[src/rtl/gfa_slp_pkg.sv]
// Shared types and constants for the GFA segment length parser.
// Holds the request and result structs, the status codes and the byte constants.
// No dependencies.
package gfa_slp_pkg;

    localparam int LENGTH_BITS_DEF = 32;

    // Status codes of a result.
    localparam logic [2:0] ST_OK          = 3'd0;
    localparam logic [2:0] ST_NOT_SEGMENT = 3'd1;
    localparam logic [2:0] ST_MISSING     = 3'd2;
    localparam logic [2:0] ST_NO_TAG      = 3'd3;
    localparam logic [2:0] ST_BAD_NUMBER  = 3'd4;
    localparam logic [2:0] ST_TOO_LARGE   = 3'd5;

    localparam logic [7:0] TAB_BYTE  = 8'h09;
    localparam logic [7:0] STAR_BYTE = 8'h2A;
    localparam logic [7:0] SEG_BYTE  = 8'h53;
    localparam logic [7:0] ZERO_BYTE = 8'h30;
    localparam logic [7:0] NINE_BYTE = 8'h39;

    localparam logic [2:0] TAG_LEN      = 3'd5;
    localparam logic [2:0] TAG_MISMATCH = 3'd7;

    typedef struct packed {
        logic [7:0] data_byte;
        logic       byte_valid;
        logic       line_end;
    } char_req_t;

    typedef struct packed {
        logic [31:0] seg_length;
        logic [2:0]  status;
    } result_t;

    // Characters of the "LN:i:" tag by position.
    function automatic logic [7:0] tag_char(input logic [2:0] pos);
        logic [7:0] ch;
        case (pos)
            3'd0:    ch = 8'h4C;
            3'd1:    ch = 8'h4E;
            3'd2:    ch = 8'h3A;
            3'd3:    ch = 8'h69;
            3'd4:    ch = 8'h3A;
            default: ch = 8'h00;
        endcase
        return ch;
    endfunction

endpackage

[src/rtl/gfa_segment_length_parser_core.sv]
// Top level of the GFA segment length parser: byte stream in, one result per line out.
// Depends on gfa_slp_pkg for the request and result types and the status codes.
//
// The parser takes one text byte per request and accepts a request in every cycle
// except while a line end waits for a free output register. A request passes an
// input register, then updates the parse state while the result of a line end is
// formed and written to the output register, which drives the result port. The
// per-byte step is one multiply-by-ten-and-add on the 64-bit decimal accumulator,
// which sets the clock.
// A stall on the result side backs up into the input side only while a line end
// is waiting for a free output register.
module gfa_segment_length_parser_core #(
    parameter int LENGTH_BITS = gfa_slp_pkg::LENGTH_BITS_DEF
) (
    input  logic                   clk,
    input  logic                   rst_n,
    input  logic                   char_valid,
    output logic                   char_stall,
    input  gfa_slp_pkg::char_req_t char_req,
    output logic                   result_valid,
    input  logic                   result_stall,
    output gfa_slp_pkg::result_t   result_data
);
    import gfa_slp_pkg::*;

    localparam int SEQ_W = LENGTH_BITS + 1;

    // Input register.
    logic      s1_valid_reg;
    char_req_t s1_item_reg;
    logic      s1_go;
    logic      out_free;

    // Parse state.
    logic             line_pos_zero_reg, line_pos_zero_next;
    logic             is_segment_reg, is_segment_next;
    logic [1:0]       tab_count_reg, tab_count_next;
    logic [SEQ_W-1:0] seq_count_reg, seq_count_next;
    logic             seq_first_star_reg, seq_first_star_next;
    logic [2:0]       tag_pos_reg, tag_pos_next;
    logic             tag_found_reg, tag_found_next;
    logic             digits_active_reg, digits_active_next;
    logic             digit_seen_reg, digit_seen_next;
    logic [63:0]      number_reg, number_next;
    logic             overflow_reg, overflow_next;

    // Result register.
    logic    out_valid_reg;
    result_t out_data_reg;
    result_t result_next;

    logic [7:0]  ch;
    logic        is_digit;
    logic [67:0] times_ten;
    logic [63:0] length_val;

    assign out_free   = !out_valid_reg || !result_stall;
    assign s1_go      = s1_valid_reg && (!s1_item_reg.line_end || out_free);
    assign char_stall = s1_valid_reg && !s1_go;

    assign result_valid = out_valid_reg;
    assign result_data  = out_data_reg;

    assign ch        = s1_item_reg.data_byte;
    assign is_digit  = (ch >= ZERO_BYTE) && (ch <= NINE_BYTE);
    assign times_ten = {1'b0, number_reg, 3'b000} + {3'b000, number_reg, 1'b0}
                       + {60'd0, ch - ZERO_BYTE};

    // Byte step of the parse state.
    always_comb
    begin
        line_pos_zero_next  = line_pos_zero_reg;
        is_segment_next     = is_segment_reg;
        tab_count_next      = tab_count_reg;
        seq_count_next      = seq_count_reg;
        seq_first_star_next = seq_first_star_reg;
        tag_pos_next        = tag_pos_reg;
        tag_found_next      = tag_found_reg;
        digits_active_next  = digits_active_reg;
        digit_seen_next     = digit_seen_reg;
        number_next         = number_reg;
        overflow_next       = overflow_reg;

        if (s1_item_reg.byte_valid)
        begin
            if (line_pos_zero_reg)
            begin
                line_pos_zero_next = 1'b0;
                is_segment_next    = (ch == SEG_BYTE);
            end
            if (ch == TAB_BYTE)
            begin
                if (tab_count_reg != 2'd3)
                begin
                    tab_count_next = tab_count_reg + 2'd1;
                end
                else if (!tag_found_reg)
                begin
                    tag_pos_next = 3'd0;
                end
            end
            else if (tab_count_reg == 2'd2)
            begin
                if (seq_count_reg == '0)
                begin
                    seq_first_star_next = (ch == STAR_BYTE);
                end
                if (!seq_count_reg[SEQ_W-1])
                begin
                    seq_count_next = seq_count_reg + SEQ_W'(1);
                end
            end
            else if (tab_count_reg == 2'd3)
            begin
                // The first byte after a complete tag starts the digit run.
                if ((tag_found_reg && digits_active_reg) ||
                    (!tag_found_reg && tag_pos_reg == TAG_LEN))
                begin
                    tag_found_next     = 1'b1;
                    digits_active_next = 1'b1;
                    if (is_digit)
                    begin
                        overflow_next   = overflow_reg || (times_ten[67:64] != 4'd0);
                        number_next     = times_ten[63:0];
                        digit_seen_next = 1'b1;
                    end
                    else
                    begin
                        digits_active_next = 1'b0;
                    end
                end
                else if (!tag_found_reg && tag_pos_reg < TAG_LEN)
                begin
                    if (ch == tag_char(tag_pos_reg))
                    begin
                        tag_pos_next = tag_pos_reg + 3'd1;
                    end
                    else
                    begin
                        tag_pos_next = TAG_MISMATCH;
                    end
                end
            end
        end
    end

    // Line result from the state after this byte.
    always_comb
    begin
        length_val = 64'd0;
        if (line_pos_zero_next || !is_segment_next)
        begin
            result_next.status = ST_NOT_SEGMENT;
        end
        else if (tab_count_next < 2'd2)
        begin
            result_next.status = ST_MISSING;
        end
        else if (!(seq_count_next == SEQ_W'(1) && seq_first_star_next))
        begin
            if (seq_count_next[SEQ_W-1])
            begin
                result_next.status = ST_TOO_LARGE;
            end
            else
            begin
                result_next.status = ST_OK;
                length_val         = 64'(seq_count_next);
            end
        end
        else if (tab_count_next != 2'd3)
        begin
            result_next.status = ST_MISSING;
        end
        else if (!tag_found_next)
        begin
            result_next.status = ST_NO_TAG;
        end
        else if (!digit_seen_next || overflow_next)
        begin
            result_next.status = ST_BAD_NUMBER;
        end
        else if ((number_next >> LENGTH_BITS) != 64'd0)
        begin
            result_next.status = ST_TOO_LARGE;
        end
        else
        begin
            result_next.status = ST_OK;
            length_val         = number_next;
        end
        result_next.seg_length = length_val[31:0];
    end

    always_ff @(posedge clk or negedge rst_n)
    begin
        if (!rst_n)
        begin
            s1_valid_reg <= 1'b0;
        end
        else if (!char_stall)
        begin
            s1_valid_reg <= char_valid;
        end
    end

    always_ff @(posedge clk)
    begin
        if (char_valid && !char_stall)
        begin
            s1_item_reg <= char_req;
        end
    end

    always_ff @(posedge clk or negedge rst_n)
    begin
        if (!rst_n)
        begin
            line_pos_zero_reg  <= 1'b1;
            is_segment_reg     <= 1'b0;
            tab_count_reg      <= 2'd0;
            seq_count_reg      <= '0;
            seq_first_star_reg <= 1'b0;
            tag_pos_reg        <= 3'd0;
            tag_found_reg      <= 1'b0;
            digits_active_reg  <= 1'b0;
            digit_seen_reg     <= 1'b0;
            number_reg         <= 64'd0;
            overflow_reg       <= 1'b0;
        end
        else if (s1_go)
        begin
            if (s1_item_reg.line_end)
            begin
                line_pos_zero_reg  <= 1'b1;
                is_segment_reg     <= 1'b0;
                tab_count_reg      <= 2'd0;
                seq_count_reg      <= '0;
                seq_first_star_reg <= 1'b0;
                tag_pos_reg        <= 3'd0;
                tag_found_reg      <= 1'b0;
                digits_active_reg  <= 1'b0;
                digit_seen_reg     <= 1'b0;
                number_reg         <= 64'd0;
                overflow_reg       <= 1'b0;
            end
            else
            begin
                line_pos_zero_reg  <= line_pos_zero_next;
                is_segment_reg     <= is_segment_next;
                tab_count_reg      <= tab_count_next;
                seq_count_reg      <= seq_count_next;
                seq_first_star_reg <= seq_first_star_next;
                tag_pos_reg        <= tag_pos_next;
                tag_found_reg      <= tag_found_next;
                digits_active_reg  <= digits_active_next;
                digit_seen_reg     <= digit_seen_next;
                number_reg         <= number_next;
                overflow_reg       <= overflow_next;
            end
        end
    end

    always_ff @(posedge clk or negedge rst_n)
    begin
        if (!rst_n)
        begin
            out_valid_reg <= 1'b0;
        end
        else if (s1_go && s1_item_reg.line_end)
        begin
            out_valid_reg <= 1'b1;
        end
        else if (!result_stall)
        begin
            out_valid_reg <= 1'b0;
        end
    end

    always_ff @(posedge clk)
    begin
        if (s1_go && s1_item_reg.line_end)
        begin
            out_data_reg <= result_next;
        end
    end

    // A line end must never be taken while the output register still holds a result.
    a_no_overwrite: assert property (@(posedge clk) disable iff (!rst_n)
        (s1_go && s1_item_reg.line_end) |-> out_free)
        else $error("line end taken while result register is occupied");

    // A result that is not ok carries a zero length.
    a_len_zero_on_error: assert property (@(posedge clk) disable iff (!rst_n)
        (out_valid_reg && out_data_reg.status != ST_OK) |-> (out_data_reg.seg_length == 32'd0))
        else $error("nonzero length with error status");

    // A tag is only found inside the tag fields.
    a_tag_after_third_tab: assert property (@(posedge clk) disable iff (!rst_n)
        tag_found_reg |-> (tab_count_reg == 2'd3))
        else $error("tag found before the third tab");

    // The parse state starts over after every line end.
    a_line_restart: assert property (@(posedge clk) disable iff (!rst_n)
        (s1_go && s1_item_reg.line_end) |=> (line_pos_zero_reg && !tag_found_reg))
        else $error("parse state not cleared after line end");

endmodule

[config.mk]
export PLATFORM = sky130hd
export DESIGN_NAME = gfa_segment_length_parser_core
export DESIGN_NICKNAME = d
export VERILOG_FILES = /design/src/rtl/gfa_slp_pkg.sv /design/src/rtl/gfa_segment_length_parser_core.sv
export SDC_FILE = /design/constraint.sdc
export NUM_CORES = 1
export LEC_CHECK = 0
export BUFFER_PORTS_ARGS = -buffer_cell sky130_fd_sc_hd__buf_2
export CORE_UTILIZATION = 55
export CTS_CLUSTER_SIZE = 16
export DETAILED_ROUTE_END_ITERATION = 12
export HOLD_SLACK_MARGIN = 0.08
export PLACE_DENSITY = 0.75
export SLEW_MARGIN = 10
export SYNTH_ARGS = -nofsm -noshare
export SYNTH_HDL_FRONTEND = slang
export SYNTH_SLANG_ARGS = --single-unit
[constraint.sdc]
create_clock -name clk -period 4.6 [get_ports clk]
set_clock_uncertainty 0.15 [all_clocks]
set_input_delay 1.38 -clock clk [delete_from_list [all_inputs] [get_ports clk]]
set_output_delay 1.38 -clock clk [all_outputs]
set_load 0.01 [all_outputs]
==> results.md <==
- Synth cell types: 100
- Drt first pass iters: 9
- RSZ-0062 raised after global routing: yes
- Die height: 164 µm
- Leakage: 7.89 nW
- Total Power: between 0.003 and 0.004 W
- Worst VDD drop: 196 µV
- Mapped Area: ~14000 µm²
- Global-route usage over all layers: 0.416
- DIE WIDTH: about 160 µm
- Routed WL per cell: roughly 24 µm
- Commonest register cell after synthesis: dfrtp_1
- Critical path fanouts, max: 8
- H-tree Lvls: 4
- Critical path endpoint category: flip-flop
- Clock tree buffer depth: 2
- Commonest non-fill, non-tap cell in the layout: nand2_1
- Initial Utilization: 0.566
- Failing checks: setup timing
- Clock Sinks: 156
- Hpwl dp: ~41000 µm
- Clk root buf: clkbuf_16
- Die area: around 27000 µm²
- Max-cap violations: 0
- Relative slew slack: 0.315
- Initial drt markers: about 2300
- Post-route ant nets: 0
- Vias per cell: 6.79
- Warnings from Yosys: 0
- Max Freq: a little over 0.2 GHz
- Fillers: just over 2000
- CP most frequent cell: nand4_1
- Hold WC Path Type: flip-flop to flip-flop
- Req. time, crit path: ~4800 ps
- CP top delay family: compound AO/OA/AOI/OAI gates
- Worst skew pair latency: 450 ps
- Drt drc: 0
- Setup CP Type: flip-flop to flip-flop
- FP Rows: 58
- First-pass GRT wire length: 84700 µm
- Share of layout cells above drive strength 1: 0.228
- CTS Hold Bufs: 0
- Critical Path, Cell by Cell: ha_4, xnor2_2, fa_1, ha_4, and3_4, a221o_1, nand4_1, a311o_1, buf_4, a311oi_4, buf_4, a21oi_4, mux2i_1, nand4_1, o31ai_4, buf_12, buf_12, nand4_1, o22ai_2
- Synth Net Count: around 1900
- Syn Inst Count: approximately 1700
- Port Buf Inserts: 50
- CTS buffer count: 17
- Count of pins over their slew limit: 0
- Grt ovf: 0
- Final hold vios: 0
- Tmin final: 4950 ps
- Vias: ~16000
- Pwr dens: between 150 and 200 nW/µm²
- TritonCTS clock tree: yes
- Mean post-synth cell area: 8.22 µm²
- Number of flip-flops in the largest register: between 60 and 70
- Routed wire length: ~55000 µm
- Reg clk slew, reported paths: roughly 80 ps
- Most frequent cells in the layout: nand2_1 (254), buf_4 (238), o21ai_0 (157), a21oi_1 (130), ha_1 (130)
- Area Growth Syn to Fin: 22.8%
- Synth async-reset ratio: 0.712
- Final Util: 0.695
- Sequential share of the synthesized area: 0.287
- Worst hold margin: around 340 ps
- Largest net degree at the start of global routing: 63
- Worst Path Buf+Inv: 4
- Critical-path cell with the highest stage delay: edfxtp_1
- Max stage delay on crit path: about 520 ps
- Vias in the first global route: between 10000 and 15000
- Actual slew at the worst max-slew pin: 1030 ps
- Setup WS pre-CTS: -1130 ps
- Tcrit/Tclk final: 1.08
- Post-synth EDFFs: between 40 and 50
- Critical path launch point type: flip-flop
- Initial antenna violation count: 0
- GP Congestion: 1.02
- Core area: 25400 µm²
- Top Ports: between 50 and 60
- Flops & latches, synth: about 160
- Run status: finished, violations left
- Setup ws final: -347 ps
- Net count, final: around 2100
- Final setup vio count: 34
- Worst path arrival time: just over 5000 ps
[metrics by stage]
stage | instances | TNS, ps | cell area (µm²)
6_report | 2308 | -9960 | 17700
3_5_place_dp | 2255 | -37960 | 16400
3_3_place_gp | 2255 | -37760 | 16400
2_1_floorplan | 1749 | 0 | 14400
4_1_cts | 2306 | -8830 | 17500
5_1_grt | 2307 | -14180 | 17700
[synthesized netlist by cell type (16+ instances only)]
master | n | area (µm²)
nor3_1 | 46 | 230
a211oi_1 | 16 | 120
ha_1 | 134 | 1680
a21o_1 | 21 | 158
nor2_1 | 102 | 383
and2_1 | 16 | 100
nand2_1 | 256 | 961
nor4_1 | 24 | 150
clkbuf_1 | 76 | 285
inv_1 | 32 | 120
o22ai_2 | 17 | 213
a21oi_1 | 136 | 681
nand4_1 | 76 | 475
o21ai_0 | 163 | 816
xor2_1 | 44 | 385
xnor2_1 | 38 | 333
o21a_1 | 17 | 128
dfrtp_1 | 110 | 2750
o31ai_1 | 19 | 143
edfxtp_1 | 45 | 1350
or3_1 | 16 | 100
a31oi_1 | 16 | 100
a22o_1 | 42 | 368
nand3_1 | 38 | 190
[area by class of cell]
class	count	area (µm²)	share of cell area
multi-input cells	1456	10100	0.570
flip-flops and latches	156	4130	0.234
repair buffers	301	2310	0.131
clock buffers	20	479	0.0271
well taps	330	413	0.0234
clock inverters	12	139	0.00786
inverters	32	120	0.00680
diodes	1	2.50	0.000142
[power by group]
group          internal (W)  switching [W]  total [W]
registers           0.00145      0.0000189    0.00147
clock network      0.000837       0.000714    0.00155
logic             0.0000881       0.000180   0.000268
[worst reg2reg max path, delay by kind of cell, from the launching register on]
| family | cells | cell delay [ps] |
|---|---|---|
| xor+xnor | 1 | 150 |
| fa+ha+maj | 3 | 1020 |
| mux | 1 | 150 |
| flops | 1 | 520 |
| buf+inv | 4 | 650 |
| simple gates | 4 | 760 |
| compound gates | 6 | 1390 |
[path summary, 6_finish.rpt]
path	startpoint	to	slack (ps)	cells after the start
worst max-delay path	ch[4]	result_data[33]	-350	19
worst min-delay path	digit_seen_reg	digit_seen_reg	340	2
min in group asynchronous	rst_n	number_reg[59]	860	1
max in group asynchronous	rst_n	line_pos_zero_reg	2470	2
worst min register to register	digit_seen_reg	digit_seen_reg	340	2
worst max register to register	ch[4]	result_data[33]	-350	19
[layer usage]
layer | global-route usage | part of all wire | vias up
met1 | 0.579 | 0.42 | 7454
met2 | 0.632 | 0.44 | 1050
met3 | 0.0826 | 0.11 | 159
li1 | - | - | 7014
met4 | 0.162 | 0.039 | 0
met5 | 0 | 0 | -
[cells by family after synthesis]
| group | after synthesis | share of synthesized area |
|---|---|---|
| AND/OR/NAND/NOR | 657 | 0.227 |
| AO/OA/AOI/OAI | 562 | 0.256 |
| flip-flops | 156 | 0.287 |
| adder cells (fa/ha/maj) | 140 | 0.125 |
| buffers and inverters | 137 | 0.0442 |
| XOR/XNOR | 82 | 0.0499 |
| multiplexers | 15 | 0.0112 |
[repair_timing]
item                       4_1_cts  5_1_grt
cloned                           4        1
gates resized for setup         53       28
setup endpoints to repair       37       35
pin swaps                       44       19
setup buffers                   16        2
hold endpoints to repair         0        0
Note: power is estimated with default switching activity, not from simulation.
